==> config.mk <==
export PLATFORM = sky130hd
export DESIGN_NAME = pip_dp
export DESIGN_NICKNAME = d
export VERILOG_FILES = /design/src/hdl/pip_pkg.sv /design/src/hdl/pip_dp.sv
export SDC_FILE = /design/constraint.sdc
export NUM_CORES = 2
export LEC_CHECK = 0
export ABC_AREA = 1
export BUFFER_PORTS_ARGS = -buffer_cell sky130_fd_sc_hd__buf_2
export CELL_PAD_IN_SITES_DETAIL_PLACEMENT = 1
export CELL_PAD_IN_SITES_GLOBAL_PLACEMENT = 1
export CORE_ASPECT_RATIO = 0.9
export CORE_UTILIZATION = 45
export DETAILED_ROUTE_END_ITERATION = 10
export MAX_ROUTING_LAYER = met4
export PLACE_DENSITY = 0.81
export SYNTH_ARGS = -nofsm -noshare
export SYNTH_HDL_FRONTEND = slang
export SYNTH_SLANG_ARGS = --single-unit
==> constraint.sdc <==
create_clock -name clk_i -period 9 [get_ports clk_i]
set_clock_uncertainty 0.1 [all_clocks]
set_input_delay 2.7 -clock clk_i [delete_from_list [all_inputs] [get_ports clk_i]]
set_output_delay 2.7 -clock clk_i [all_outputs]
set_load 0.01 [all_outputs]
==> src/hdl/pip_pkg.sv <==
// ----------------------------------------------------------------------------
// pip_pkg: shared types and constants for the point-in-polygon test
// Request codes, register map, controller states and the command/status
// bundles between controller and datapath.
// ----------------------------------------------------------------------------
package pip_pkg;

  localparam int unsigned MAX_VERTICES = 64;
  localparam int unsigned COORD_BITS   = 16;
  localparam int unsigned MIN_VERTICES = 3;
  localparam int unsigned COUNT_W      = 7;
  localparam int unsigned INDEX_W      = 6;
  localparam int unsigned APB_AW       = 3;
  localparam int unsigned APB_DW       = 32;

  localparam logic [APB_AW-1:0] REG_VERTEX_COUNT = 3'd0;

  typedef enum logic {
    REQ_WRITE = 1'b0,
    REQ_QUERY = 1'b1
  } req_e;

  typedef enum logic [3:0] {
    ST_IDLE,
    ST_RD_LAST,
    ST_PRIME,
    ST_EDGE,
    ST_MUL,
    ST_DIV,
    ST_CMP,
    ST_NEXT,
    ST_DONE
  } state_e;

  typedef struct packed {
    logic wr_en;
    logic rd_en;
    logic load_point;
    logic clear_par;
    logic load_prev;
    logic capture;
    logic mul;
    logic div_step;
    logic cmp;
    logic emit;
  } cmd_t;

  typedef struct packed {
    logic straddle;
    logic div_done;
  } sts_t;

endpackage

==> src/hdl/pip_dp.sv <==
// ----------------------------------------------------------------------------
// pip_dp: vertex memory and crossing arithmetic
// Holds the vertex table, the edge operands, a multiplier, a restoring
// divider and the crossing parity.
// ----------------------------------------------------------------------------
module pip_dp #(
  parameter int unsigned MaxVertices = pip_pkg::MAX_VERTICES,
  parameter int unsigned CoordBits   = pip_pkg::COORD_BITS
) (
  input  logic                           clk_i,
  input  logic                           rst_ni,
  input  pip_pkg::cmd_t                  cmd_i,
  input  logic [$clog2(MaxVertices)-1:0] addr_i,
  input  logic [pip_pkg::INDEX_W-1:0]    vertex_index_i,
  input  logic signed [CoordBits-1:0]    coord_x_i,
  input  logic signed [CoordBits-1:0]    coord_y_i,
  output pip_pkg::sts_t                  sts_o,
  output logic                           inside_o
);
  import pip_pkg::*;

  localparam int unsigned AW = $clog2(MaxVertices);
  localparam int unsigned CB = CoordBits;
  localparam int unsigned PW = 2 * CoordBits;
  localparam int unsigned SW = $clog2(PW);

  logic signed [CB-1:0] mem_x [MaxVertices];
  logic signed [CB-1:0] mem_y [MaxVertices];

  logic signed [CB-1:0] rd_x_q, rd_y_q;
  logic signed [CB-1:0] prev_x_q, prev_y_q;
  logic signed [CB-1:0] px_q, py_q;
  logic signed [CB-1:0] xi_q;
  logic [CB-1:0]        ma_q, mb_q, den_q;
  logic                 neg_q;
  logic [PW-1:0]        num_q;
  logic [CB-1:0]        rem_q;
  logic [SW-1:0]        cnt_q;
  logic                 par_q;
  logic                 res_q;

  logic signed [CB:0]   dx, dyq, dd;
  logic [CB:0]          adx, adyq, add;
  logic [CB:0]          rem_sh, rem_sub;
  logic                 ge;
  logic signed [CB+1:0] qs;
  logic signed [CB+2:0] cx, px_ext;

  // write port
  always_ff @(posedge clk_i) begin
    if (cmd_i.wr_en) begin
      mem_x[AW'(vertex_index_i)] <= coord_x_i;
      mem_y[AW'(vertex_index_i)] <= coord_y_i;
    end
  end

  // registered read port
  always_ff @(posedge clk_i) begin
    if (cmd_i.rd_en) begin
      rd_x_q <= mem_x[addr_i];
      rd_y_q <= mem_y[addr_i];
    end
  end

  assign sts_o.straddle = ((rd_y_q <= py_q) && (py_q < prev_y_q)) ||
                          ((prev_y_q <= py_q) && (py_q < rd_y_q));
  assign sts_o.div_done = (cnt_q == SW'(PW - 1));

  assign dx   = {prev_x_q[CB-1], prev_x_q} - {rd_x_q[CB-1], rd_x_q};
  assign dyq  = {py_q[CB-1], py_q} - {rd_y_q[CB-1], rd_y_q};
  assign dd   = {prev_y_q[CB-1], prev_y_q} - {rd_y_q[CB-1], rd_y_q};
  assign adx  = dx[CB]  ? -dx  : dx;
  assign adyq = dyq[CB] ? -dyq : dyq;
  assign add  = dd[CB]  ? -dd  : dd;

  assign rem_sh  = {rem_q, num_q[PW-1]};
  assign rem_sub = rem_sh - {1'b0, den_q};
  assign ge      = (rem_sh >= {1'b0, den_q});

  assign qs     = neg_q ? -$signed({2'b00, num_q[CB-1:0]}) : $signed({2'b00, num_q[CB-1:0]});
  assign cx     = $signed({qs[CB+1], qs}) + $signed({{3{xi_q[CB-1]}}, xi_q});
  assign px_ext = $signed({{3{px_q[CB-1]}}, px_q});

  always_ff @(posedge clk_i) begin
    if (cmd_i.load_point) begin
      px_q <= coord_x_i;
      py_q <= coord_y_i;
    end
    if (cmd_i.load_prev) begin
      prev_x_q <= rd_x_q;
      prev_y_q <= rd_y_q;
    end
    if (cmd_i.capture) begin
      ma_q  <= adx[CB-1:0];
      mb_q  <= adyq[CB-1:0];
      den_q <= add[CB-1:0];
      neg_q <= dx[CB] ^ dyq[CB] ^ dd[CB];
      xi_q  <= rd_x_q;
    end
    if (cmd_i.mul) begin
      num_q <= PW'(ma_q * mb_q);
      rem_q <= '0;
      cnt_q <= '0;
    end else if (cmd_i.div_step) begin
      // one quotient bit per step, shifted in where the dividend leaves
      num_q <= {num_q[PW-2:0], ge};
      rem_q <= ge ? rem_sub[CB-1:0] : rem_sh[CB-1:0];
      cnt_q <= cnt_q + SW'(1);
    end
    if (cmd_i.emit) begin
      res_q <= par_q;
    end
  end

  always_ff @(posedge clk_i or negedge rst_ni) begin
    if (!rst_ni) begin
      par_q <= 1'b0;
    end else if (cmd_i.clear_par) begin
      par_q <= 1'b0;
    end else if (cmd_i.cmp && (px_ext < cx)) begin
      par_q <= ~par_q;
    end
  end

  assign inside_o = res_q;

endmodule

## Word-level counts from Yosys, hierarchy flattened

Memory sizes are Yosys's and may differ from the RTL's. A register that Yosys moved wholly into a read port is not among the register bits.
Cells that the tools add are included.

- Bits of input ports: 56
- RAM bits: 2048
- Latch bits: 0
- Register bits after elaboration: 184
- Bits in read-only memories: 0
- Output and inout bits: 3
- Memories kept: 2

Memory list:

| name | words | width | rd ports | clocked after memory_dff | write ports | RTL line | source |
|---|---|---|---|---|---|---|---|
| mem_x | 64 | 16 | 1 | 1 | 1 | pip_dp.sv:27 | `logic signed [CB-1:0] mem_x [MaxVertices];` |
| mem_y | 64 | 16 | 1 | 1 | 1 | pip_dp.sv:28 | `logic signed [CB-1:0] mem_y [MaxVertices];` |

- Reduce and logical (&&, ||, !) cells: 6
- Multiplexer cells: 11
- Div/mod/pow operators: 0
- Order comparisons: 6
- Multiply operators: 1
- Eq/ne operators: 1
- Shift-type cells: 0
- Bitwise operators: 3
- Add/subtract/negate cells: 10

Operators by type and width:

| cell | number |
|---|---|
| $mux W16 | 4 |
| $mux W32 | 2 |
| $sub A16 B16 Y17 | 3 |
| $neg A16 Y16 | 3 |
| $le A16 B16 Y1 | 2 |
| $lt A16 B16 Y1 | 2 |
| $mul A16 B16 Y32 | 1 |
| $add A18 B16 Y19 | 1 |
| $lt A16 B19 Y1 | 1 |
| $mux W18 | 1 |
| $neg A16 Y18 | 1 |
| $ge A17 B16 Y1 | 1 |
| $sub A16 B16 Y16 | 1 |
| $add A5 B1 Y5 const B | 1 |
| $eq A5 B5 Y1 const B | 1 |
| $mux W1 | 4 |
| $reduce_bool A2 Y1 | 2 |
| $logic_and A1 B1 Y1 | 3 |
| $xor A1 B1 Y1 | 2 |
| $logic_or A1 B1 Y1 | 1 |
| $not A1 Y1 | 1 |

## Depth between registers and ports, before layout

- Word-level depth: 7
- Mapped depth: 30
- Depth with buffers taken out: 30

## Worst setup path before layout

Ideal clock, no wire load.

- Path type: register to register
- Start point: reg mb_q[1]
- End point: reg num_q[16] (data pin)
- Cell stages (with the launch flop): 22
- Arrival: 5.283 ns
- Data required time: 8.632 ns
- Path slack: 3.349 ns
- Period minus slack after synthesis: 5.651 ns
- Cell sequence: edfxtp_1 clkbuf_1 clkbuf_1 nand2_1 fa_1 fa_1 fa_1 fa_1 inv_1 fa_1 inv_1 fa_1 inv_1 ha_1 a21oi_1 o21a_1 nand3_1 nand2_1 nand2_1 or2_2 nand3_1 o21ai_0

- Word-level cells in the longest chain between the ends: 2

RTL lines:

| item | RTL line | source |
|---|---|---|
| from (decl) | pip_dp.sv:34 | `logic [CB-1:0] ma_q, mb_q, den_q;` |
| from (signal assigned) | pip_dp.sv:95 | `mb_q <= adyq[CB-1:0];` |
| $mul A16 B16 Y32 | pip_dp.sv:101 | `num_q <= PW'(ma_q * mb_q);` |
| $mux W32 | pip_dp.sv:100 | `if (cmd_i.mul) begin` |
| to (signal assigned) | pip_dp.sv:101 |  |
| to (signal assigned) | pip_dp.sv:106 | `num_q <= {num_q[PW-2:0], ge};` |
| to (decl) | pip_dp.sv:36 | `logic [PW-1:0] num_q;` |

No other way between the ends.
A chain may end at the register's enable or synchronous reset.

==> metrics.csv <==
stage;metric;value;unit
worst_hold_path;hold path endpoint;inside_o;
route;Detail Route Antenna Nets;0;
yosys;Synth Area in Compound Gates;0.0937;
worst_setup_path;R2R setup slack;2.58;ns
worst_setup_path;Critical Path AT;4.17;ns
route;DR vias;75500;
worst_setup_path;Data required, critical path;6.20;ns
grt;initial antenna violation count;25;
sta;setup_tns;0;ns
power;maximum VDD drop;0.00182;V
outcome;status;completed;
yosys;top-area cell type share of the netlist area;0.648;
yosys;net count after synthesis;9633;
floorplanning;IO Count;59;
worst_setup_path;R2R depth;20;
route;drt wl/cell;28.3;microns
place;Port Buffers;58;
grt;Total GRT Usage;0.306;
layout;register area;0.0678;sq mm
layout;fin cells;12300;
yosys;asr flop ratio synth;0.000442;
yosys;Mapped Area;0.104;sq mm
worst_hold_path;Hold Path Origin;par_q;
yosys;Post-synth top cells;edfxtp_1, nand2_1, nor2_1;
yosys;Post-synth EDFFs;2242;
grt;first-pass GRT wire length;514;mm
route;DRC Markers;0;
sta;Slew @ Worst Pin;1.21;ns
cts;CTS Sinks;2264;
worst_setup_path;CP endpoint kind;primary output;
route;drt pass-1 iters;6;
yosys;Synth Flop Type;edfxtp_1;
yosys;post-synthesis xor/xnor area fraction;0.00717;
cts;Post-CTS Setup Bufs;0;
worst_setup_path;worst-path fanout max;16;
worst_setup_path;reg-to-reg endpoint;num_q[21];
floorplanning;Initial Util;0.455;
floorplanning;Core Area;0.228;sq mm
layout;area occupied by multi-input gates;0.0316;sq mm
route;Via density;6.14;
yosys;#FFs+latches synth;2264;
floorplanning;die width;508;microns
place;dpl cells;11900;
floorplanning;num rows;166;
job;number of max-cap violations;0;
route;Iter 0 DRT Violations;9766;
place;dpl hpwl;197;mm
power;Power Dens Cells;444;mW/mm^2
route;overall routed net length;348;mm
layout;layout cells sized above 1;0.0657;
layout;filler cell count in the final layout;23700;
yosys;main combinational cell family by area after synthesis;simple AND/OR/NAND/NOR gates;
floorplanning;Die Footprint;0.233;sq mm
sta;Final Hold Vio Count;0;
yosys;Post-Syn Area per Cell;11.3;sq um
sta;Slew Limit Headroom;0.195;
yosys;adder-cell share of the synthesized area;0.0657;
yosys;most common cell in the netlist;edfxtp_1;
yosys;mux cell area share after synthesis;0;
cts;CTS tree;built;
worst_setup_path;reg-to-reg critical path startpoint;mb_q[7];
floorplanning;Die Span Y;458;microns
yosys;Synth Area in Simple Gates;0.133;
cts;H-tree depth;4;
layout;# nets final;9539;
cts;Skew-Pair Late Insertion Delay;0.91;ns
sta;unrepaired setup endpoints after global routing;false;
sta;period utilization;0.775;
cts;PostCTS Resize Cnt;0;
yosys;post-synthesis sequential area ratio;0.653;
worst_setup_path;CP Launch Type;flip-flop;
cts;Clk pin slew, worst setup/hold paths;0.07;ns
sta;Final Critical Period;6.97;ns
place;gpl congestion;0.906;
cts;CTS root buf;clkbuf_16;
cts;CTS Buffer Depth;3;
yosys;cell taking the most area after synthesis;edfxtp_1;
layout;Top Registers;mem_x (1024), mem_y (1024), num_q (32);
grt;largest net degree at the start of global routing;192;
worst_hold_path;Hold Path Class;flip-flop to flip-flop;
yosys;Gate Count Post-Synth;9151;
sta;Max Clk Rate;0.143;GHz
grt;vias in the first global route;80600;
yosys;Synth cell types;40;
yosys;synth warn;0;
worst_setup_path;Setup CP Type;flip-flop to primary output;
grt;total global routing overflow;0;
sta;final setup fails;0;
cts;CTS Hold Buffers Added;0;
sta;max-slew violations;0;
power;LEAKAGE;41.7;nW
cts;CTS buffer count;222;
worst_hold_path;worst hold path cell count;0;
layout;Area Growth Syn to Fin;10.4;%
yosys;Synth area leaders;edfxtp_1, o21ai_0, nand2_1;
==> how the worst max path moves through the flow <==
stage                          start    endpoint  slack, ns
after floorplan              mb_q[1]   num_q[16]       3.35
after global placement     addr_i[0]  rd_x_q[11]       2.30
after detailed placement   addr_i[0]  rd_x_q[10]       2.15
after CTS                  rd_y_q[3]    sts_o[1]       2.09
after global routing       rd_y_q[7]    sts_o[1]       1.63
final                     rd_y_q[15]    sts_o[1]       2.03
==> power by group <==
group	switching [W]	internal (W)	total [W]
clock	0.00432	0.00521	0.00954
combinational	0.0185	0.0102	0.0287
sequential	0.000390	0.0123	0.0127
total	0.0232	0.0277	0.0509
==> kinds of logic (layout without fill, tap and decap cells) <==
family / count (synthesis) / in the layout
AOI/OAI and AO/OA: 1795 / 1795
and+or+nand+nor: 3400 / 3400
buffers and inverters: 1181 / 1276
DFF: 2264 / 2264
adders and majority gates: 426 / 426
xor gates and xnor gates: 85 / 85
other: 0 / 20
==> stage by stage <==
stage / hold slack, ns / area [sq um] / worst slack, ns / util / total power [W]
2_1_floorplan: 0.325 / 104000 / 3.35 / - / 0.0330
6_report: 0.347 / 115000 / 2.03 / 0.502 / 0.0509
3_3_place_gp: 0.333 / 107000 / 2.30 / 0.470 / 0.0407
3_5_place_dp: 0.337 / 107000 / 2.15 / 0.470 / 0.0414
5_1_grt: 0.360 / 115000 / 1.63 / 0.502 / 0.0547
4_1_cts: 0.351 / 115000 / 2.09 / 0.502 / 0.0512
==> critical path, cell delays in order (launching register included) <==
cell	delay, ns
edfxtp_1	0.73
inv_1	0.20
ha_1	0.46
nand2_1	0.12
nor2_1	0.14
and2_1	0.17
nand2_1	0.08
nand2_1	0.10
nand2_1	0.06
nand2_1	0.39
inv_1	0.23
nand2_1	0.14
nand3_1	0.08
nand2_1	0.07
nand2_1	0.14
buf_2	0.18
==> placed cells by master (no fill, tap or decap), drive strengths merged, types with 2 or more instances in the layout <==
cell type	synthesis	routed
edfxtp	2242	2242
nand2	1433	1433
nor2	1263	1263
o21ai	1125	1125
inv	654	658
nand3	571	571
o22ai	512	512
clkbuf	308	266
ha	227	227
buf	219	209
fa	199	199
a21oi	118	118
clkinv	0	111
xnor2	44	44
xor2	41	41
nand4	40	40
and2	35	35
nor3	24	24
nand3b	23	23
bufinv	0	21
dfxtp	21	21
diode	0	20
o211ai	12	12
a21o	11	11
clkinvlp	0	11
or2	7	7
o21bai	6	6
o21a	4	4
nor4	3	3
a31oi	3	3
o221ai	2	2
==> routing by layer <==
layer / wire [microns] / global-route usage / vias up
li1: - / - / 32000
met1: 128000 / 0.368 / 38100
met2: 165000 / 0.487 / 4440
met3: 36800 / 0.0648 / 1066
met4: 18800 / 0.154 / 0
met5: 0 / - / -
==> area by class of cell <==
type	count	share of cell area
inverters	654	0.0219
flip-flops and latches	2264	0.591
clock buffers	266	0.0503
well taps	3024	0.0330
repair buffers	209	0.0142
clock inverters	147	0.0137
diodes	20	0.000436
multi-input cells	5706	0.275
(Power assumes the default switching activity.)
